<file path="src/rtl/qte_pkg.sv">
// Shared types, constants and helper functions for the quaternion to Euler angle block.
package qte_pkg;

  // Input quaternion part, signed Q1.14.
  typedef logic signed [15:0] quat_t;
  // Product of two quaternion parts, signed Q.28.
  typedef logic signed [31:0] prod_t;
  // Rotation-matrix term, signed Q.28 with room for unnormalized inputs.
  typedef logic signed [34:0] rval_t;
  // Radicand of the pitch root and the root itself.
  typedef logic [56:0] rad_t;
  typedef logic [28:0] root_t;
  // CORDIC vector component and angle accumulator (radians, Q.24).
  typedef logic signed [33:0] cvec_t;
  typedef logic signed [27:0] ang_t;
  // Magnitude used by the atan2 range normalization.
  typedef logic [34:0] mag_t;

  // Matrix terms that travel together down the pipeline.
  typedef struct packed {
    rval_t r00;
    rval_t r10;
    rval_t r20;
    rval_t r21;
    rval_t r22;
  } rset_t;

  // One finished result in the output buffer.
  typedef struct packed {
    logic signed [15:0] roll;
    logic signed [14:0] pitch;
    logic signed [15:0] yaw;
  } res_t;

  localparam int SQRT_BITS    = 29;
  localparam int CORDIC_STEPS = 24;
  localparam int NORM_MSB     = 29;

  localparam rval_t ONE_Q28   = 35'sd268435456;
  localparam root_t MIN_DEN   = 29'd268435;
  localparam ang_t  HALF_PI   = 28'sd26353589;
  localparam logic signed [15:0] ANG_MAX   = 16'sd25736;
  localparam logic signed [15:0] PITCH_MAX = 16'sd12868;

  // atan(2^-i) in Q.24 for the first ten steps; later steps use 2^(24-i).
  localparam ang_t ATAN_TAB [0:9] = '{
    28'sd13176795, 28'sd7778716, 28'sd4110060, 28'sd2086331, 28'sd1047214,
    28'sd524117,   28'sd262123,  28'sd131069,  28'sd65536,   28'sd32768
  };

  // Rotation angle of CORDIC step i.
  function automatic ang_t step_angle(input int i);
    ang_t a;
    if (i < 10) begin
      a = ATAN_TAB[i];
    end else begin
      a = ang_t'(1) <<< (24 - i);
    end
    return a;
  endfunction

  // Round a Q.24 angle half up to Q2.13 (optionally negated first) and saturate.
  function automatic logic signed [15:0] round_sat(input ang_t a, input logic neg,
                                                   input logic signed [15:0] lim);
    logic signed [28:0] t;
    logic signed [17:0] r;
    logic signed [15:0] o;
    t = 29'(a);
    if (neg) begin
      t = -t;
    end
    t = t + 29'sd1024;
    r = 18'(t >>> 11);
    if (r > lim) begin
      o = lim;
    end else if (r < -lim) begin
      o = -lim;
    end else begin
      o = 16'(r);
    end
    return o;
  endfunction

endpackage

</file>
<file path="src/rtl/qte_outbuf.sv">
// Two-entry output buffer that lets the pipeline run while a result waits.
module qte_outbuf (
  input  logic           clk,
  input  logic           rst_n,
  input  logic           push,
  input  qte_pkg::res_t  din,
  output logic           space,
  output logic           out_valid,
  input  logic           out_ready,
  output qte_pkg::res_t  dout
);

  qte_pkg::res_t mem_r [2];
  logic          wr_ptr_r, rd_ptr_r;
  logic [1:0]    cnt_r, cnt_nxt;
  logic          pop;

  assign pop       = out_valid & out_ready;
  assign out_valid = (cnt_r != 2'd0);
  assign space     = (cnt_r != 2'd2);
  assign dout      = mem_r[rd_ptr_r];

  always_comb begin
    cnt_nxt = cnt_r;
    if (push && !pop) begin
      cnt_nxt = cnt_r + 2'd1;
    end else if (pop && !push) begin
      cnt_nxt = cnt_r - 2'd1;
    end
  end

  always_ff @(posedge clk) begin
    if (!rst_n) begin
      cnt_r    <= 2'd0;
      wr_ptr_r <= 1'b0;
      rd_ptr_r <= 1'b0;
    end else begin
      cnt_r <= cnt_nxt;
      if (push) begin
        wr_ptr_r <= ~wr_ptr_r;
      end
      if (pop) begin
        rd_ptr_r <= ~rd_ptr_r;
      end
    end
  end

  always_ff @(posedge clk) begin
    if (push) begin
      mem_r[wr_ptr_r] <= din;
    end
  end

endmodule
</file>
<file path="config.mk">
export PLATFORM = sky130hd
export DESIGN_NAME = qte_outbuf
export DESIGN_NICKNAME = d
export VERILOG_FILES = /design/src/rtl/qte_pkg.sv /design/src/rtl/qte_outbuf.sv
export SDC_FILE = /design/constraint.sdc
export NUM_CORES = 1
export LEC_CHECK = 0
export ABC_AREA = 1
export BUFFER_PORTS_ARGS = -buffer_cell sky130_fd_sc_hd__buf_2
export CORE_MARGIN = 2
export CORE_UTILIZATION = 52
export DETAILED_ROUTE_END_ITERATION = 10
export PLACE_DENSITY_LB_ADDON = 0.3
export SYNTH_ARGS = -nofsm -noshare
export SYNTH_HDL_FRONTEND = slang
export SYNTH_SLANG_ARGS = --single-unit
</file>
<file path="constraint.sdc">
create_clock -name clk -period 3.4 [get_ports clk]
set_clock_uncertainty 0.1 [all_clocks]
set_input_delay 0.17 -clock clk [delete_from_list [all_inputs] [get_ports clk]]
set_output_delay 0.17 -clock clk [all_outputs]
set_load 0.005 [all_outputs]
</file>
==> results of run 1 <==
## sequential cells by signal, indices dropped and copies added (netlist names), named ones only
register / count
mem_r: 94
cnt_r: 2
rd_ptr_r: 1
wr_ptr_r: 1
## Yosys cell counts
| library cell | n |
|---|---|
| sky130_fd_sc_hd__mux2_4 | 30 |
| sky130_fd_sc_hd__buf_2 | 1 |
| sky130_fd_sc_hd__nand2_1 | 10 |
| sky130_fd_sc_hd__inv_1 | 8 |
| sky130_fd_sc_hd__o21a_1 | 1 |
| sky130_fd_sc_hd__mux2_2 | 17 |
| sky130_fd_sc_hd__o21ai_0 | 1 |
| sky130_fd_sc_hd__buf_6 | 4 |
| sky130_fd_sc_hd__nand3_1 | 1 |
| sky130_fd_sc_hd__nor2_1 | 7 |
| sky130_fd_sc_hd__nand4_1 | 1 |
| sky130_fd_sc_hd__a21oi_1 | 1 |
| sky130_fd_sc_hd__edfxtp_1 | 94 |
| sky130_fd_sc_hd__ha_1 | 1 |
| sky130_fd_sc_hd__dfxtp_1 | 5 |
## area by class of cell
cell class / instances / area share, %
flip-flops and latches: 99 / 58.6
repair buffers: 151 / 20.2
multi-input cells: 70 / 15.1
clock buffers: 12 / 2.71
well taps: 96 / 2.41
inverters: 8 / 0.602
clock inverters: 4 / 0.351
## power breakdown
part	switching (uW)	total (uW)	internal [uW]
combinational	147	379	232
clock	353	613	260
sequential	46.5	1460	1410
## layer usage
layer	GRT usage, %	vias up	wire, um
met2	29.6	69	3470
li1	-	1004	-
met1	19.7	1003	2660
met3	5.26	11	366
met4	7.58	0	98
met5	0	-	0
## stage by stage
step | instance area (um2) | setup slack (ns) | hold WS (ns) | power, uW
after floorplan | 3750 | 0.553 | 0.169 | 1690
after global placement | 4350 | 1.40 | 0.257 | 1810
after detailed placement | 4350 | 1.39 | 0.261 | 1820
after CTS | 4990 | 1.01 | 0.170 | 2470
after global routing | 4990 | 0.900 | 0.191 | 2560
final | 4990 | 1.03 | 0.178 | 2450
## critical path, stage by stage (launching register included)
cell	delay, ns
sky130_fd_sc_hd__dfxtp_2	0.94
sky130_fd_sc_hd__buf_4	0.34
sky130_fd_sc_hd__mux2_4	0.32
sky130_fd_sc_hd__buf_2	0.14
## how the worst max path moves through the flow
stage | from | cells after the start | slack, ns | to
2_1_floorplan | wr_ptr_r | 1 | 0.55 | mem_r[0][0]
3_3_place_gp | register | 3 | 1.40 | dout[11]
3_5_place_dp | register | 3 | 1.39 | dout[11]
4_1_cts | register | 3 | 1.01 | dout[11]
5_1_grt | register | 3 | 0.90 | dout[16]
6_report | register | 3 | 1.03 | dout[16]
## logic make-up (layout without fill, tap and decap cells)
kind of cell	after synthesis	after routing	synth area share (%)
compound gates	3	3	0.467
fa+ha+maj	1	1	0.334
buf+inv	13	175	2.14
flops	99	99	77.9
mux	47	47	17.1
simple gates	19	19	2.00
==> tab_implementation.tex, run 1 <==
\begin{tabular}{lr}
\hline
Metric & Value \\
\hline
\multicolumn{2}{l}{\textbf{Clock tree}} \\
\quad Number of levels the H-tree was split into & 3 \\
\quad Inserted Clock Buffers & 9 \\
\quad Largest buffer count on any clock path & 2 \\
\quad Root buffer cell & sky130\_fd\_sc\_hd\_\_clkbuf\_8 \\
\quad Worst-Skew Late Latency & 0.34 ns \\
\quad CTS sink count & 99 \\
\quad Post-cts repair resize count & 0 \\
\quad Post CTS Setup Buffer Count & 0 \\
\quad \# hold bufs at CTS & 49 \\
\quad Clock Pin Slew Worst Setup and Hold Paths & 0.08 ns \\
\quad CTS tree & yes \\
\multicolumn{2}{l}{\textbf{Place}} \\
\quad Final HPWL DP & 4120 um \\
\quad RePlAce Congestion & 0.776 \\
\quad Port Buffers & 99 \\
\quad Placed insts & 375 \\
\multicolumn{2}{l}{\textbf{Timing}} \\
\quad Number of failing hold endpoints at the final stage & 0 \\
\quad Least-Margin Pin Slew & 1.02 ns \\
\quad Setup TNS & 0 ns \\
\quad Final min period & 2.37 ns \\
\quad Final Slew Violations & 0 \\
\quad Max\_slew headroom & 32.0\% \\
\quad Unrepaired setup endpoints after global routing & false \\
\quad Total of endpoints with negative setup slack in the final report & 0 \\
\quad Maximum clock rate & 422 MHz \\
\quad Final period utilization & 69.6\% \\
\multicolumn{2}{l}{\textbf{Routing}} \\
\quad Final WL & 6600 um \\
\quad DRT iter0 DRCs & 128 \\
\quad First drt pass iteration count & 4 \\
\quad DR WL/cell & 15.0 um \\
\quad Total DRC errors in the routed layout & 0 \\
\quad Final ANT Viol Nets & 0 \\
\quad Via density & 4.74 \\
\quad Via count & 2087 \\
\multicolumn{2}{l}{\textbf{Synthesis}} \\
\quad Number of flip-flops and latches in the synthesized netlist & 99 \\
\quad Post-Synthesis Net Count & 234 \\
\quad Top post-synthesis cells by area & sky130\_fd\_sc\_hd\_\_edfxtp\_1, sky130\_fd\_sc\_hd\_\_mux2\_4, sky130\_fd\_sc\_hd\_\_mux2\_2, sky130\_fd\_sc\_hd\_\_dfxtp\_1, sky130\_fd\_sc\_hd\_\_buf\_6 \\
\quad Area fraction of the dominant cell type after synthesis & 75.3\% \\
\quad Top cell type by total area after synthesis & sky130\_fd\_sc\_hd\_\_edfxtp\_1 \\
\quad Distinct cell type count after synthesis & 15 \\
\quad Sequential-to-total area share from yosys stat & 77.9\% \\
\quad Cell count after synthesis & 182 \\
\quad Cell area after synthesis & 0.00375 mm2 \\
\quad Average size of a mapped cell & 20.6 um2 \\
\quad Total of warnings raised by yosys & 0 \\
\multicolumn{2}{l}{\textbf{Worst hold path}} \\
\quad Worst Hold Class & input port to register \\
\quad Worst hold path depth & 4 \\
\quad Min-delay src & out\_ready \\
\multicolumn{2}{l}{\textbf{Power}} \\
\quad Leakage dissipation & 0.00198 uW \\
\quad Worst supply voltage drop on vdd & 0.000284 V \\
\quad Cell Pwr Density & 491 mW/mm2 \\
\multicolumn{2}{l}{\textbf{Finish}} \\
\quad Layout-stage area growth over the synthesis result & 33.1\% \\
\quad Most frequent cells in the layout & sky130\_fd\_sc\_hd\_\_buf\_2, sky130\_fd\_sc\_hd\_\_edfxtp\_1, sky130\_fd\_sc\_hd\_\_dlygate4sd3\_1, sky130\_fd\_sc\_hd\_\_mux2\_4, sky130\_fd\_sc\_hd\_\_mux2\_2 \\
\quad Area occupied by multi-input gates & 754 um2 \\
\quad Cell Count, Final, Fillers Out & 440 \\
\quad Fill cell count & 431 \\
\quad Number of nets in the layout & 391 \\
\quad Antenna diode count & 0 \\
\quad Sequential cell area in the final layout & 0.00292 mm2 \\
\quad Most common cell after layout, fill and taps aside & sky130\_fd\_sc\_hd\_\_buf\_2 \\
\quad Share of post-route cells with drive strength above 1 & 47.4\% \\
\quad Post-route core utilization & 72.6\% \\
\multicolumn{2}{l}{\textbf{Global routing}} \\
\quad Global-route wire length before repair & 9870 um \\
\quad Number of global-route vias before repair & 2180 \\
\quad Initial antenna violation count & 0 \\
\quad Maximum number of pins on one net before global-route repair & 48 \\
\quad Total track usage & 17.1\% \\
\quad Overall overflow remaining after global route & 0 \\
\multicolumn{2}{l}{\textbf{Floorplanning}} \\
\quad Die height & 88.9 um \\
\quad Initial standard-cell utilization of the core & 54.6\% \\
\quad Number of ports placed on the die boundary & 100 \\
\quad Horizontal extent of the die & 88.9 um \\
\quad Floorplan die area & 0.00791 mm2 \\
\quad Core region area & 0.00687 mm2 \\
\quad Site row count & 30 \\
\multicolumn{2}{l}{\textbf{Run}} \\
\quad Max-capacitance violation count & 0 \\
\multicolumn{2}{l}{\textbf{Worst setup path}} \\
\quad Crit path capture type & output port \\
\quad Cell count of the worst reg-to-reg path & 2 \\
\quad Reg2reg start & wr\_ptr\_r \\
\quad Startpoint type of the worst setup path & register \\
\quad Path type of the worst setup path & register to output port \\
\quad CP Data Required Time & 3.13 ns \\
\quad Reg2reg setup slack & 1.61 ns \\
\quad Reg2reg end & mem\_r[0][34] \\
\quad Arrival @ worst endpoint & 2.10 ns \\
\quad Max FO, Critical Path & 33 \\
\multicolumn{2}{l}{\textbf{Outcome}} \\
\quad Outcome & finished clean \\
\hline
\end{tabular}
(Power assumes the default switching activity.)
==> run 2, diff against run 1 <==
Clock period 3.4 ns to 2.4 ns, I/O delays scaled along.
==> tab_implementation.tex, run 2 (synthesis gave the netlist of run 1 again) <==
\begin{tabular}{lr}
\hline
Metric & Value \\
\hline
\multicolumn{2}{l}{\textbf{Clock tree}} \\
\quad Post-cts repair resize count & 0 \\
\quad Clock Pin Slew Worst Setup and Hold Paths & 0.09 ns \\
\quad \# hold bufs at CTS & 49 \\
\quad Inserted Clock Buffers & 9 \\
\quad CTS sink count & 99 \\
\quad Number of levels the H-tree was split into & 3 \\
\quad Root buffer cell & sky130\_fd\_sc\_hd\_\_clkbuf\_8 \\
\quad Largest buffer count on any clock path & 2 \\
\quad CTS tree & yes \\
\quad Post CTS Setup Buffer Count & 0 \\
\quad Worst-Skew Late Latency & 0.34 ns \\
\multicolumn{2}{l}{\textbf{Run}} \\
\quad Max-capacitance violation count & 0 \\
\multicolumn{2}{l}{\textbf{Timing}} \\
\quad Maximum clock rate & 517 MHz \\
\quad Final min period & 1.93 ns \\
\quad Number of failing hold endpoints at the final stage & 0 \\
\quad Final period utilization & 80.6\% \\
\quad Max\_slew headroom & 63.8\% \\
\quad Final Slew Violations & 0 \\
\quad Setup TNS & 0 ns \\
\quad Total of endpoints with negative setup slack in the final report & 0 \\
\quad Min Hold Slack & 0.117 ns \\
\quad Least-Margin Pin Slew & 0.541 ns \\
\quad Unrepaired setup endpoints after global routing & false \\
\multicolumn{2}{l}{\textbf{Routing}} \\
\quad Via count & 2092 \\
\quad Final ANT Viol Nets & 0 \\
\quad Via density & 4.75 \\
\quad Total DRC errors in the routed layout & 0 \\
\quad DR WL/cell & 14.9 um \\
\quad Final WL & 6570 um \\
\quad DRT iter0 DRCs & 68 \\
\quad First drt pass iteration count & 4 \\
\multicolumn{2}{l}{\textbf{Finish}} \\
\quad Number of nets in the layout & 392 \\
\quad Share of post-route cells with drive strength above 1 & 48.5\% \\
\quad Top flop regs & mem\_r: 94 flops, cnt\_r: 2 flops \\
\quad Antenna diode count & 0 \\
\quad Most common cell after layout, fill and taps aside & sky130\_fd\_sc\_hd\_\_buf\_2 \\
\quad Cell Count, Final, Fillers Out & 440 \\
\quad Most frequent cells in the layout & sky130\_fd\_sc\_hd\_\_buf\_2, sky130\_fd\_sc\_hd\_\_edfxtp\_1, sky130\_fd\_sc\_hd\_\_dlygate4sd3\_1, sky130\_fd\_sc\_hd\_\_mux2\_4, sky130\_fd\_sc\_hd\_\_mux2\_2 \\
\quad Layout-stage area growth over the synthesis result & 35.4\% \\
\quad Flip-flop count of the largest register after layout & 94 \\
\quad Register name with the most flops & mem\_r \\
\multicolumn{2}{l}{\textbf{Worst setup path}} \\
\quad Arrival @ worst endpoint & 1.71 ns \\
\quad Largest delay contributor family on the critical path & flip-flops \\
\quad CP Data Required Time & 2.18 ns \\
\quad Reg2reg start & wr\_ptr\_r \\
\quad Cell breakdown of the critical path & buf\_12 > mux2\_2 > buf\_2 \\
\quad Number of buffers and inverters on the critical path & 2 \\
\quad Path type of the worst setup path & register to output port \\
\quad Max FO, Critical Path & 19 \\
\quad Worst-path cell with the longest stage delay & sky130\_fd\_sc\_hd\_\_dfxtp\_2 \\
\quad Startpoint type of the worst setup path & register \\
\quad Cell count of the worst reg-to-reg path & 3 \\
\quad Reg2reg setup slack & 0.88 ns \\
\quad Crit path largest cell delay & 0.64 ns \\
\quad Reg2reg end & mem\_r[1][1] \\
\quad Crit path capture type & output port \\
\multicolumn{2}{l}{\textbf{Floorplanning}} \\
\quad Core region area & 0.00687 mm2 \\
\quad Die height & 88.9 um \\
\quad Initial standard-cell utilization of the core & 54.6\% \\
\quad Number of ports placed on the die boundary & 100 \\
\quad Floorplan die area & 0.00791 mm2 \\
\quad Horizontal extent of the die & 88.9 um \\
\quad Site row count & 30 \\
\multicolumn{2}{l}{\textbf{Power}} \\
\quad Leakage dissipation & 0.00201 uW \\
\quad Worst supply voltage drop on vdd & 0.000586 V \\
\quad Cell Pwr Density & 713 mW/mm2 \\
\multicolumn{2}{l}{\textbf{Outcome}} \\
\quad Outcome & finished clean \\
\multicolumn{2}{l}{\textbf{Worst hold path}} \\
\quad Min-delay src & out\_ready \\
\quad Worst hold path depth & 4 \\
\quad Worst Hold Class & input port to register \\
\multicolumn{2}{l}{\textbf{Global routing}} \\
\quad Overall overflow remaining after global route & 0 \\
\quad Global-route wire length before repair & 9790 um \\
\quad Initial antenna violation count & 0 \\
\quad Number of global-route vias before repair & 2108 \\
\quad Total track usage & 16.9\% \\
\quad Maximum number of pins on one net before global-route repair & 32 \\
\multicolumn{2}{l}{\textbf{Place}} \\
\quad Port Buffers & 99 \\
\quad RePlAce Congestion & 0.759 \\
\quad Final HPWL DP & 4120 um \\
\quad Placed insts & 376 \\
\hline
\end{tabular}
[run 2: worst max-delay path by stage]
| stage | to | slack [ns] | depth (start not counted) |
|---|---|---|---|
| 6_report | dout[42] | 0.47 | 3 |
| 5_1_grt | dout[5] | 0.39 | 3 |
| 4_1_cts | dout[42] | 0.43 | 3 |
| 3_5_place_dp | dout[42] | 0.82 | 3 |
| 3_3_place_gp | dout[3] | 0.84 | 3 |
| 2_1_floorplan | mem_r[0][0] | 0.33 | 1 |
[run 2: final cells by class]
type,count,area [um2]
sequential,99,2920
fill,420,1790
timing repair buffer,152,1070
multi-input combinational,70,754
clock buffer,10,128
tap,96,120
clock inverter,5,55.1
inverter,8,30.0
[run 2: power breakdown]
group          switching (uW)  total [uW]  internal (uW)
logic                     228         573            345
clock network             529        1000            473
registers                47.7        2050           2000
[run 2: routing by layer]
layer	GRT usage (%)	part of all wire (%)	vias up
met2	29.0	53	65
met1	20.8	41	1012
met5	0	0	-
met4	6.20	1.4	0
met3	4.62	4.9	11
li1	-	-	1004
[run 2: worst min-delay path, delay by kind of cell]
family	cells	cell delay (ns)
AND/OR/NAND/NOR	2	0.16
AO/OA/AOI/OAI	1	0.17
buffers and inverters	1	0.08
[run 2: stage by stage]
step           setup WS (ns)  instance area, um2  total power, uW  util, %
2_1_floorplan          0.327                3750             2390        -
3_3_place_gp           0.838                4400             2590     64.1
3_5_place_dp           0.820                4400             2600     64.1
4_1_cts                0.434                5080             3650     73.9
5_1_grt                0.389                5080             3780     73.9
6_report               0.466                5080             3620     73.9
